## config.mk

```make
export PLATFORM = sky130hd
export DESIGN_NAME = signed_integer_to_radix_digits_unit_flat
export DESIGN_NICKNAME = d
export VERILOG_FILES = /design/src/rtl/core/sirdx_pkg.sv /design/src/rtl/core/sirdx_req_if.sv /design/src/rtl/core/sirdx_rsp_if.sv /design/src/rtl/core/sirdx_divider.sv /design/src/rtl/core/signed_integer_to_radix_digits_unit.sv /design/src/flat_wrapper.sv
export SDC_FILE = /design/constraint.sdc
export NUM_CORES = 2
export LEC_CHECK = 0
export BUFFER_PORTS_ARGS = -buffer_cell sky130_fd_sc_hd__buf_2
export CORE_AREA = 5 5 389 391
export DETAILED_ROUTE_END_ITERATION = 10
export DIE_AREA = 0 0 394 396
export PLACE_DENSITY = 0.47
export SETUP_SLACK_MARGIN = 0.2
export SLEW_MARGIN = 20
export SYNTH_ARGS = -nofsm -noshare
export SYNTH_HDL_FRONTEND = slang
export SYNTH_SLANG_ARGS = --single-unit
```

## constraint.sdc

```tcl
create_clock -name clock -period 7.25 [get_ports clock]
set_input_delay 0.3625 -clock clock [delete_from_list [all_inputs] [get_ports clock]]
set_output_delay 0.3625 -clock clock [all_outputs]
set_load 0.02 [all_outputs]
```

## src/rtl/core/sirdx_pkg.sv

```systemverilog
// Shared types and constants of the signed integer to radix digits unit.
// No dependencies; imported by the divider, the top level and the checker.
package sirdx_pkg;

   localparam int SYMBOL_BITS = 8;
   localparam int DIGIT_BITS  = 4;
   localparam int RADIX_BITS  = 5;
   localparam int MAX_SYMBOLS = 16;
   localparam int CSR_ADDR_BITS = 5;
   localparam int CSR_DATA_BITS = 64;

   localparam logic [SYMBOL_BITS-1:0] CHAR_PLUS  = 8'h2B;
   localparam logic [SYMBOL_BITS-1:0] CHAR_MINUS = 8'h2D;

   typedef enum logic [1:0] {
      REG_BASE_LEN   = 2'd0,
      REG_ALPHA_LOW  = 2'd1,
      REG_ALPHA_HIGH = 2'd2
   } reg_index_type;

   // Divider status: done pulses for one cycle with the digit valid.
   typedef struct packed {
      logic                  done;
      logic [DIGIT_BITS-1:0] digit;
   } div_status_type;

endpackage

```

## src/rtl/core/sirdx_req_if.sv

```systemverilog
// Request channel: valid/ready handshake carrying one signed value.
// No dependencies.
interface sirdx_req_if #(
   parameter int VALUE_BITS = 32
) ();
   logic                         valid;
   logic                         ready;
   logic signed [VALUE_BITS-1:0] value;

   modport source (output valid, output value, input ready);
   modport sink (input valid, input value, output ready);
endinterface

```

## src/rtl/core/sirdx_rsp_if.sv

```systemverilog
// Response channel: valid/ready handshake carrying one symbol byte and a last flag.
// No dependencies.
interface sirdx_rsp_if ();
   logic       valid;
   logic       ready;
   logic [7:0] symbol;
   logic       last;

   modport source (output valid, output symbol, output last, input ready);
   modport sink (input valid, input symbol, input last, output ready);
endinterface

```

## src/rtl/core/sirdx_divider.sv

```systemverilog
// Iterative divide of a magnitude by the radix using a stored reciprocal.
// Depends on sirdx_pkg. One slice multiply per cycle, then a correction step.
module sirdx_divider
   import sirdx_pkg::*;
#(
   parameter int VALUE_BITS = 32
) (
   input  logic                  clock,
   input  logic                  reset,
   input  logic                  start,
   input  logic [VALUE_BITS-1:0] dividend,
   input  logic [RADIX_BITS-1:0] divisor,
   input  logic [VALUE_BITS-1:0] recip,
   output logic [VALUE_BITS-1:0] quotient,
   output div_status_type        status
);

   localparam int SLICE_BITS = 16;
   localparam int SLICES     = (VALUE_BITS + SLICE_BITS - 1) / SLICE_BITS;
   localparam int PAD_BITS   = SLICES * SLICE_BITS;
   localparam int ACC_BITS   = PAD_BITS + VALUE_BITS;
   localparam int SC_BITS    = (SLICES > 1) ? $clog2(SLICES) : 1;

   logic                  mul_ff, mul_in;
   logic                  fix_ff, fix_in;
   logic                  done_ff, done_in;
   logic [SC_BITS-1:0]    slice_ff, slice_in;
   logic [PAD_BITS-1:0]   shift_ff, shift_in;
   logic [VALUE_BITS-1:0] dvd_ff, dvd_in;
   logic [ACC_BITS-1:0]   acc_ff, acc_in;
   logic [VALUE_BITS-1:0] quot_ff, quot_in;
   logic [DIGIT_BITS-1:0] digit_ff, digit_in;

   logic [SLICE_BITS+VALUE_BITS-1:0] prod;
   logic [VALUE_BITS-1:0]            q_est;
   logic [VALUE_BITS+RADIX_BITS-1:0] q_times_b;
   logic [RADIX_BITS:0]              rem_est;
   logic [RADIX_BITS:0]              rem_fix;
   logic                             rem_ge;

   // Reciprocal is floor(2^VALUE_BITS / b): the estimate is the true
   // quotient or one below it, so one compare-subtract corrects it.
   always_comb begin
      prod      = shift_ff[PAD_BITS-1 -: SLICE_BITS] * recip;
      q_est     = acc_ff[VALUE_BITS +: VALUE_BITS];
      q_times_b = q_est * divisor;
      rem_est   = dvd_ff[RADIX_BITS:0] - q_times_b[RADIX_BITS:0];
      rem_ge    = rem_est >= {1'b0, divisor};
      rem_fix   = rem_est - {1'b0, divisor};
   end

   always_comb begin
      mul_in   = mul_ff;
      fix_in   = 1'b0;
      done_in  = 1'b0;
      slice_in = slice_ff;
      shift_in = shift_ff;
      dvd_in   = dvd_ff;
      acc_in   = acc_ff;
      quot_in  = quot_ff;
      digit_in = digit_ff;
      if (start) begin
         mul_in   = 1'b1;
         slice_in = SC_BITS'(SLICES - 1);
         shift_in = PAD_BITS'(dividend);
         dvd_in   = dividend;
         acc_in   = '0;
      end else if (mul_ff) begin
         acc_in   = (acc_ff << SLICE_BITS) + ACC_BITS'(prod);
         shift_in = shift_ff << SLICE_BITS;
         slice_in = slice_ff - 1'b1;
         if (slice_ff == '0) begin
            mul_in = 1'b0;
            fix_in = 1'b1;
         end
      end else if (fix_ff) begin
         done_in  = 1'b1;
         quot_in  = q_est + VALUE_BITS'(rem_ge);
         digit_in = rem_ge ? rem_fix[DIGIT_BITS-1:0] : rem_est[DIGIT_BITS-1:0];
      end
   end

   always_ff @(posedge clock) begin
      if (reset) begin
         mul_ff  <= 1'b0;
         fix_ff  <= 1'b0;
         done_ff <= 1'b0;
      end else begin
         mul_ff  <= mul_in;
         fix_ff  <= fix_in;
         done_ff <= done_in;
      end
      slice_ff <= slice_in;
      shift_ff <= shift_in;
      dvd_ff   <= dvd_in;
      acc_ff   <= acc_in;
      quot_ff  <= quot_in;
      digit_ff <= digit_in;
   end

   assign quotient     = quot_ff;
   assign status.done  = done_ff;
   assign status.digit = digit_ff;

endmodule

```

## src/rtl/core/signed_integer_to_radix_digits_unit.sv

```systemverilog
// Flow: a check state, which drops the request if the alphabet is unusable, then one divide
// per digit in the shared divider; a minus sign goes out first for a negative value, then the
// digits most significant first, one symbol per cycle while the response side keeps up.
// A new request is taken only in idle, once the last symbol of the previous one is loaded.
// Reset: synchronous, active high; clears control state and the three registers to zero.
module signed_integer_to_radix_digits_unit
   import sirdx_pkg::*;
#(
   parameter int MAX_BASE   = 16,
   parameter int VALUE_BITS = 32
) (
   input  logic                     clock,
   input  logic                     reset,
   sirdx_req_if.sink                req_if,
   sirdx_rsp_if.source              rsp_if,
   input  logic                     csr_psel,
   input  logic                     csr_penable,
   input  logic                     csr_pwrite,
   input  logic [CSR_ADDR_BITS-1:0] csr_paddr,
   input  logic [CSR_DATA_BITS-1:0] csr_pwdata,
   output logic [CSR_DATA_BITS-1:0] csr_prdata,
   output logic                     csr_pready
);

   localparam int CW = $clog2(VALUE_BITS + 1);
   localparam int AW = $clog2(VALUE_BITS);
   localparam logic [VALUE_BITS:0] ONE = {1'b1, {VALUE_BITS{1'b0}}};
   localparam logic [VALUE_BITS-1:0] RECIP_TAB [32] = '{
      2:  VALUE_BITS'(ONE / 2),  3:  VALUE_BITS'(ONE / 3),  4:  VALUE_BITS'(ONE / 4),
      5:  VALUE_BITS'(ONE / 5),  6:  VALUE_BITS'(ONE / 6),  7:  VALUE_BITS'(ONE / 7),
      8:  VALUE_BITS'(ONE / 8),  9:  VALUE_BITS'(ONE / 9),  10: VALUE_BITS'(ONE / 10),
      11: VALUE_BITS'(ONE / 11), 12: VALUE_BITS'(ONE / 12), 13: VALUE_BITS'(ONE / 13),
      14: VALUE_BITS'(ONE / 14), 15: VALUE_BITS'(ONE / 15), 16: VALUE_BITS'(ONE / 16),
      default: '0
   };

   typedef enum logic [3:0] {
      ST_IDLE   = 4'b0001,
      ST_CHECK  = 4'b0010,
      ST_DIVIDE = 4'b0100,
      ST_EMIT   = 4'b1000
   } state_type;

   state_type state_ff, state_in;

   logic [RADIX_BITS-1:0]    base_len_ff;
   logic [CSR_DATA_BITS-1:0] alpha_low_ff;
   logic [CSR_DATA_BITS-1:0] alpha_high_ff;
   logic                     ok_ff, ok_in;
   logic [VALUE_BITS-1:0]    recip_ff;

   logic                  neg_ff, neg_in;
   logic [VALUE_BITS-1:0] mag_ff, mag_in;
   logic [CW-1:0]         count_ff, count_in;
   logic [CW-1:0]         rem_ff, rem_in;
   logic                  sign_pend_ff, sign_pend_in;
   logic                  rd_pend_ff, rd_pend_in;
   logic [DIGIT_BITS-1:0] rd_data_ff;
   logic                  rd_last_ff;
   logic                  rsp_valid_ff, rsp_valid_in;
   logic [SYMBOL_BITS-1:0] rsp_symbol_ff, rsp_symbol_in;
   logic                  rsp_last_ff, rsp_last_in;

   logic [DIGIT_BITS-1:0] digit_store [VALUE_BITS];

   logic [SYMBOL_BITS-1:0] sym [MAX_SYMBOLS];
   logic                   csr_write;
   logic [1:0]             csr_index;
   logic                   req_accept;
   logic [VALUE_BITS-1:0]  in_raw;
   logic [VALUE_BITS-1:0]  in_mag;
   logic                   div_start;
   logic [VALUE_BITS-1:0]  div_dividend;
   logic [VALUE_BITS-1:0]  div_quot;
   div_status_type         div_status;
   logic                   div_finish;
   logic                   out_free;
   logic                   load_sign;
   logic                   load_digit;
   logic                   rd_issue;
   logic [CW-1:0]          rem_m1;

   // ---- configuration port ----
   assign csr_pready = 1'b1;
   assign csr_write  = csr_psel && csr_penable && csr_pwrite;
   assign csr_index  = csr_paddr[4:3];

   always_comb begin
      unique case (csr_index)
         REG_BASE_LEN:   csr_prdata = CSR_DATA_BITS'(base_len_ff);
         REG_ALPHA_LOW:  csr_prdata = alpha_low_ff;
         REG_ALPHA_HIGH: csr_prdata = alpha_high_ff;
         default:        csr_prdata = '0;
      endcase
   end

   always_ff @(posedge clock) begin
      if (reset) begin
         base_len_ff   <= '0;
         alpha_low_ff  <= '0;
         alpha_high_ff <= '0;
      end else if (csr_write) begin
         unique case (csr_index)
            REG_BASE_LEN:   base_len_ff   <= csr_pwdata[RADIX_BITS-1:0];
            REG_ALPHA_LOW:  alpha_low_ff  <= csr_pwdata;
            REG_ALPHA_HIGH: alpha_high_ff <= csr_pwdata;
            default:        ;
         endcase
      end
   end

   // ---- alphabet check and reciprocal, recomputed every cycle ----
   always_comb begin
      for (int i = 0; i < MAX_SYMBOLS; i++) begin
         sym[i] = (i < 8) ? alpha_low_ff[(i % 8) * 8 +: 8] : alpha_high_ff[(i % 8) * 8 +: 8];
      end
   end

   always_comb begin
      ok_in = (base_len_ff >= RADIX_BITS'(2)) && (base_len_ff <= RADIX_BITS'(MAX_BASE));
      for (int i = 0; i < MAX_BASE; i++) begin
         if (RADIX_BITS'(i) < base_len_ff) begin
            if (sym[i] == CHAR_PLUS || sym[i] == CHAR_MINUS) begin
               ok_in = 1'b0;
            end
            for (int j = i + 1; j < MAX_BASE; j++) begin
               if (RADIX_BITS'(j) < base_len_ff && sym[i] == sym[j]) begin
                  ok_in = 1'b0;
               end
            end
         end
      end
   end

   always_ff @(posedge clock) begin
      if (reset) begin
         ok_ff <= 1'b0;
      end else begin
         ok_ff <= ok_in;
      end
      recip_ff <= RECIP_TAB[base_len_ff];
   end

   // ---- shared divider ----
   sirdx_divider #(
      .VALUE_BITS (VALUE_BITS)
   ) u_divider (
      .clock    (clock),
      .reset    (reset),
      .start    (div_start),
      .dividend (div_dividend),
      .divisor  (base_len_ff),
      .recip    (recip_ff),
      .quotient (div_quot),
      .status   (div_status)
   );

   // ---- request side ----
   assign req_if.ready = (state_ff == ST_IDLE) && !reset;
   assign req_accept   = req_if.valid && req_if.ready;
   assign in_raw       = req_if.value;
   assign in_mag       = in_raw[VALUE_BITS-1] ? (~in_raw + VALUE_BITS'(1)) : in_raw;
   assign div_finish   = (div_quot == '0) || (count_ff == CW'(VALUE_BITS - 1));

   // ---- symbol output: sign first, then digits read most significant first ----
   assign out_free   = !rsp_valid_ff || rsp_if.ready;
   assign load_sign  = (state_ff == ST_EMIT) && sign_pend_ff && out_free;
   assign load_digit = rd_pend_ff && !sign_pend_ff && out_free;
   assign rd_issue   = (state_ff == ST_EMIT) && (rem_ff != '0) && (!rd_pend_ff || load_digit);
   assign rem_m1     = rem_ff - 1'b1;

   always_comb begin
      state_in     = state_ff;
      neg_in       = neg_ff;
      mag_in       = mag_ff;
      count_in     = count_ff;
      rem_in       = rem_ff;
      sign_pend_in = sign_pend_ff;
      div_start    = 1'b0;
      div_dividend = mag_ff;
      unique case (state_ff)
         ST_IDLE: begin
            if (req_accept) begin
               neg_in   = in_raw[VALUE_BITS-1];
               mag_in   = in_mag;
               state_in = ST_CHECK;
            end
         end
         ST_CHECK: begin
            if (ok_ff) begin
               div_start = 1'b1;
               count_in  = '0;
               state_in  = ST_DIVIDE;
            end else begin
               state_in = ST_IDLE;
            end
         end
         ST_DIVIDE: begin
            if (div_status.done) begin
               count_in = count_ff + 1'b1;
               if (div_finish) begin
                  rem_in       = count_ff + 1'b1;
                  sign_pend_in = neg_ff;
                  state_in     = ST_EMIT;
               end else begin
                  div_start    = 1'b1;
                  div_dividend = div_quot;
               end
            end
         end
         ST_EMIT: begin
            if (load_sign) begin
               sign_pend_in = 1'b0;
            end
            if (rd_issue) begin
               rem_in = rem_m1;
            end
            if (rem_ff == '0 && !rd_pend_ff && !sign_pend_ff) begin
               state_in = ST_IDLE;
            end
         end
         default: state_in = ST_IDLE;
      endcase
   end

   always_comb begin
      rd_pend_in = rd_pend_ff;
      if (rd_issue) begin
         rd_pend_in = 1'b1;
      end else if (load_digit) begin
         rd_pend_in = 1'b0;
      end
   end

   always_comb begin
      rsp_valid_in  = rsp_valid_ff;
      rsp_symbol_in = rsp_symbol_ff;
      rsp_last_in   = rsp_last_ff;
      priority if (load_sign) begin
         rsp_valid_in  = 1'b1;
         rsp_symbol_in = CHAR_MINUS;
         rsp_last_in   = 1'b0;
      end else if (load_digit) begin
         rsp_valid_in  = 1'b1;
         rsp_symbol_in = sym[rd_data_ff];
         rsp_last_in   = rd_last_ff;
      end else if (rsp_if.ready) begin
         rsp_valid_in = 1'b0;
      end
   end

   // digit store: written as digits come out, read back in reverse order
   always_ff @(posedge clock) begin
      if (state_ff == ST_DIVIDE && div_status.done) begin
         digit_store[count_ff[AW-1:0]] <= div_status.digit;
      end
      if (rd_issue) begin
         rd_data_ff <= digit_store[rem_m1[AW-1:0]];
         rd_last_ff <= (rem_ff == CW'(1));
      end
   end

   always_ff @(posedge clock) begin
      if (reset) begin
         state_ff     <= ST_IDLE;
         count_ff     <= '0;
         rem_ff       <= '0;
         sign_pend_ff <= 1'b0;
         rd_pend_ff   <= 1'b0;
         rsp_valid_ff <= 1'b0;
      end else begin
         state_ff     <= state_in;
         count_ff     <= count_in;
         rem_ff       <= rem_in;
         sign_pend_ff <= sign_pend_in;
         rd_pend_ff   <= rd_pend_in;
         rsp_valid_ff <= rsp_valid_in;
      end
      neg_ff        <= neg_in;
      mag_ff        <= mag_in;
      rsp_symbol_ff <= rsp_symbol_in;
      rsp_last_ff   <= rsp_last_in;
   end

   assign rsp_if.valid  = rsp_valid_ff;
   assign rsp_if.symbol = rsp_symbol_ff;
   assign rsp_if.last   = rsp_last_ff;

endmodule

```

## src/flat_wrapper.sv

```systemverilog
// flat-port wrapper written by rule: the top's interface ports become plain ports
module signed_integer_to_radix_digits_unit_flat import sirdx_pkg::*;
#(
   parameter int MAX_BASE   = 16,
   parameter int VALUE_BITS = 32
)
  (clock, reset, csr_psel, csr_penable, csr_pwrite, csr_paddr, csr_pwdata, csr_prdata, csr_pready, req_if_valid, req_if_value, req_if_ready, rsp_if_valid, rsp_if_symbol, rsp_if_last, rsp_if_ready);
  sirdx_req_if #(.VALUE_BITS(VALUE_BITS)) req_if_i ();
  sirdx_rsp_if rsp_if_i ();
  input  logic clock;
  input  logic reset;
  input  logic csr_psel;
  input  logic csr_penable;
  input  logic csr_pwrite;
  input  logic [CSR_ADDR_BITS-1:0] csr_paddr;
  input  logic [CSR_DATA_BITS-1:0] csr_pwdata;
  output logic [CSR_DATA_BITS-1:0] csr_prdata;
  output logic csr_pready;
  input wire logic [$bits(req_if_i.valid)-1:0] req_if_valid;
  input wire logic [$bits(req_if_i.value)-1:0] req_if_value;
  output wire logic [$bits(req_if_i.ready)-1:0] req_if_ready;
  output wire logic [$bits(rsp_if_i.valid)-1:0] rsp_if_valid;
  output wire logic [$bits(rsp_if_i.symbol)-1:0] rsp_if_symbol;
  output wire logic [$bits(rsp_if_i.last)-1:0] rsp_if_last;
  input wire logic [$bits(rsp_if_i.ready)-1:0] rsp_if_ready;
  assign req_if_i.valid = req_if_valid;
  assign req_if_i.value = req_if_value;
  assign req_if_ready = req_if_i.ready;
  assign rsp_if_valid = rsp_if_i.valid;
  assign rsp_if_symbol = rsp_if_i.symbol;
  assign rsp_if_last = rsp_if_i.last;
  assign rsp_if_i.ready = rsp_if_ready;
  signed_integer_to_radix_digits_unit #(.MAX_BASE(MAX_BASE), .VALUE_BITS(VALUE_BITS)) u_core (.clock(clock), .reset(reset), .req_if(req_if_i), .rsp_if(rsp_if_i), .csr_psel(csr_psel), .csr_penable(csr_penable), .csr_pwrite(csr_pwrite), .csr_paddr(csr_paddr), .csr_pwdata(csr_pwdata), .csr_prdata(csr_prdata), .csr_pready(csr_pready));
endmodule
```

==> run summary <==
Crit path time final = 6.747 ns
Worst Setup Path Type = register to register
Ratio of final minimum period to clock period = 93.06%
Drt drc = 0
CP delay by family, top = adder cells
Worst VDD drop = 0.0001853 V
Num rows = 141
Total CTS buffers = 57
Register area share after synthesis = 23.97%
Seq cells post-synth = 492
Reg power frac = 43.1%
Multi-input combinational cell area = 34870 µm²
GRT Util Overall = 24.29%
Leakage = 23.69 nW
Clock Power Share = 45.3%
H-tree depth = 2
Layout Utilization = 39.51%
Worst path cell trace = buf_4, and2_1, fa_1, inv_1, fa_1, fa_1, fa_1, fa_1, inv_1, fa_1, ha_2, a21oi_1, o21ai_0, a221oi_1, nand2_1, a21oi_1, buf_4, o31ai_1, buf_4, a211o_2, buf_4, xor2_1, mux2i_1, nor2_1
Mapped Nets = 6338
Syn Area/Cell = 9.115 µm²
Post-route ant nets = 0
Number of vias per cell = 5.400
Psw = 1.857 mW
DIE AREA = 156000 µm²
Status = finished, final reports clean
Iter 0 DRT Violations = 3968
Initial core utilization = 34.74%
Max Cap Viol = 0
Fin nets = 6490
Setup TNS Final = 0 ns
Pwr Density = 119.3 nW/µm²
Cell mode on critical path = fa_1
Top cell type's share of synthesized area = 17.94%
DIE HEIGHT = 396 µm
CP Buf/Inv Count = 6
GP Congestion = 0.9318
Slew Limit Fails = 0
Relative slew slack = 23.16%
Slew @ Worst Pin = 1.151 ns
# IOs = 184
Ranking of synthesized cells by area = fa_1, edfxtp_1, xnor2_1
DP Wirelength = 137.2 mm
Bufs on Longest Clock Path = 3
GR Layer Usage met1 = 32.56%
Share of cells above drive strength 1 = 12.45%
Fmax = 0.1482 GHz
Int Power = 5.075 mW
Number of library cell types mapped by synthesis = 76
Hold WS = 0.02847 ns
Synth Warn # = 0
CORE AREA = 147100 µm²
Synth Flop Type = dfxtp_1
Comb pwr share = 11.6%
Vias in the first global route = 42558
Synth cell count leaders = xnor2_1, nand2_1, inv_1
Die width = 394 µm
Gr ovfl total = 0
Avg WL per Cell = 24.98 µm
First-pass GRT wire length = 287.5 mm
Mapped cell area = 51110 µm²
CTS sink cnt = 492
Kind of end point of the critical path = register
Clock transition at path regs = 0.06 ns
EDFF count, synth = 240
Clock skew = 0.02591 ns
Maximum single-stage delay on the critical path = 0.59 ns
Busiest grt layer = met2
Async S/R FF share, synth = 0%
CTS tree = built
Req. time, crit path = 7.80 ns
Largest net degree at the start of global routing = 77
Final Hold Fails = 0
Final setup fails = 0
Sw Share = 26.79%
GR Util met3 = 3.816%
Top-count cell post-synth = xnor2_1
Worst Path Max Fanout = 13
Port Buffers = 179
CP Launch Type = register
GR Util met2 = 39.46%
Unrepaired setup endpoints after global routing = true
CP max stage cell = fa_1
DRT Wirelength = 193.3 mm
Antenna violations before repair = 6
Filler instances = 14820
Worst endpoint data arrival time = 7.29 ns
DR vias = 41788
Hold crit path type = input pin to register
Leading area contributor after synthesis = fa_1
Root Driver = clkbuf_16
Pre-antenna DRT Iters = 6
P&R area growth vs syn = 13.73%
Power consumption = 6.933 mW
Clk_lat worst skew = 0.68 ns
FF/Latch Area = 12270 µm²
Mapped Cells = 5607
-- metal layers --
layer,wire (µm),up-vias
met5,0,-
met4,9093,0
met3,14030,478
met2,88260,1810
met1,81880,20855
li1,-,18645
-- state kept, by name, summed over array words and instances (netlist names), 5 cells and up --
name	flops
u_core.alpha_high_ff	64
u_core.u_divider.shift_ff	32
u_core.recip_ff	22
u_core.count_ff	6
u_core.u_divider.acc_ff	64
u_core.base_len_ff	5
u_core.rsp_if.symbol	8
u_core.u_divider.dvd_ff	6
u_core.digit_store	128
u_core.mag_ff	32
u_core.alpha_low_ff	64
u_core.u_divider.quotient	32
u_core.rem_ff	6
-- power by group through the flow --
stage	Sequential [mW]	Combinational, mW	Clock [mW]
detailed placement	3.05	0.759	0
CTS	2.99	0.801	3.22
finish	2.99	0.808	3.14
global placement	3.05	0.754	0
global route	2.99	0.879	3.33
floorplan	3.02	0.509	0
-- worst paths after layout --
kind / cells after the start / from / to / slack, ns
worst min-delay path: 2 / req_if_value[23] / u_core.mag_ff[23]$_DFFE_PP_ / 0.03
worst max-delay path: 24 / u_core.u_divider.shift_ff[28]$_DFFE_PP_ / u_core.u_divider.acc_ff[50]$_SDFFE_PP0P_ / 0.50
worst max register to register: 24 / u_core.u_divider.shift_ff[28]$_DFFE_PP_ / u_core.u_divider.acc_ff[50]$_SDFFE_PP0P_ / 0.50
worst min register to register: 2 / u_core.alpha_high_ff[31]$_SDFFE_PP0P_ / u_core.alpha_high_ff[31]$_SDFFE_PP0P_ / 0.45
-- layout by cell type, fill, tap and decap left out, types with 8 or more instances in the layout --
cell	instances
a21o_1	24
dfxtp_1	238
mux4_2	80
buf_2	178
a31oi_1	60
clkbuf_16	57
mux2i_1	58
nor4_1	111
bufinv_16	9
xor2_1	293
nand4b_1	14
dlygate4sd3_1	82
nor3_1	76
nand2_1	641
nor2b_1	13
nand2b_1	14
a21oi_1	248
a22o_1	69
dfxtp_2	13
o21ai_0	65
nor2_1	203
o31ai_1	11
buf_4	289
and3_1	22
nand4_1	191
clkinv_1	8
fa_1	456
o21bai_1	9
inv_1	605
clkinv_2	8
buf_12	16
o311ai_0	8
edfxtp_1	240
ha_1	161
and2_1	171
a211oi_1	13
nand3_1	61
xnor2_1	817
-- cells by family after synthesis --
logic type | Yosys count | synth area share (%)
compound gates | 581 | 7.173
simple gates | 1570 | 15.03
buf+inv | 1084 | 7.983
mux | 145 | 4.816
other cells | 1 | 0.007337
flops | 492 | 23.97
xor+xnor | 1111 | 19.04
fa+ha+maj | 623 | 21.98
-- layout make-up --
cell class              count  area share (%)
diodes                      1        0.004305
clock buffers              62           2.503
clock inverters            45           1.003
inverters                 609           3.933
multi-input cells        4031           59.98
flip-flops and latches    492           21.11
well taps                1930           4.154
repair buffers            568           7.306
-- metrics by stage --
| step | cell area, µm² | std cells | setup WS [ns] |
|---|---|---|---|
| floorplan | 51110 | 5607 | 0.9378 |
| global placement | 55070 | 7538 | 0.1493 |
| detailed placement | 55070 | 7538 | 0.1437 |
| CTS | 57940 | 7727 | 0.2493 |
| global route | 58120 | 7737 | 0.1815 |
| finish | 58130 | 7738 | 0.5030 |
-- repair_timing --
item / CTS / global route
resized for setup: 2 / 22
endpoints found under the setup margin: 7 / 26
cloned: 0 / 0
pin swaps: 0 / 1
hold buffers: 82 / 0
setup buffers: 0 / 8
hold endpoints to repair: 146 / 0
No activity file was read; power rests on OpenSTA's default activity.
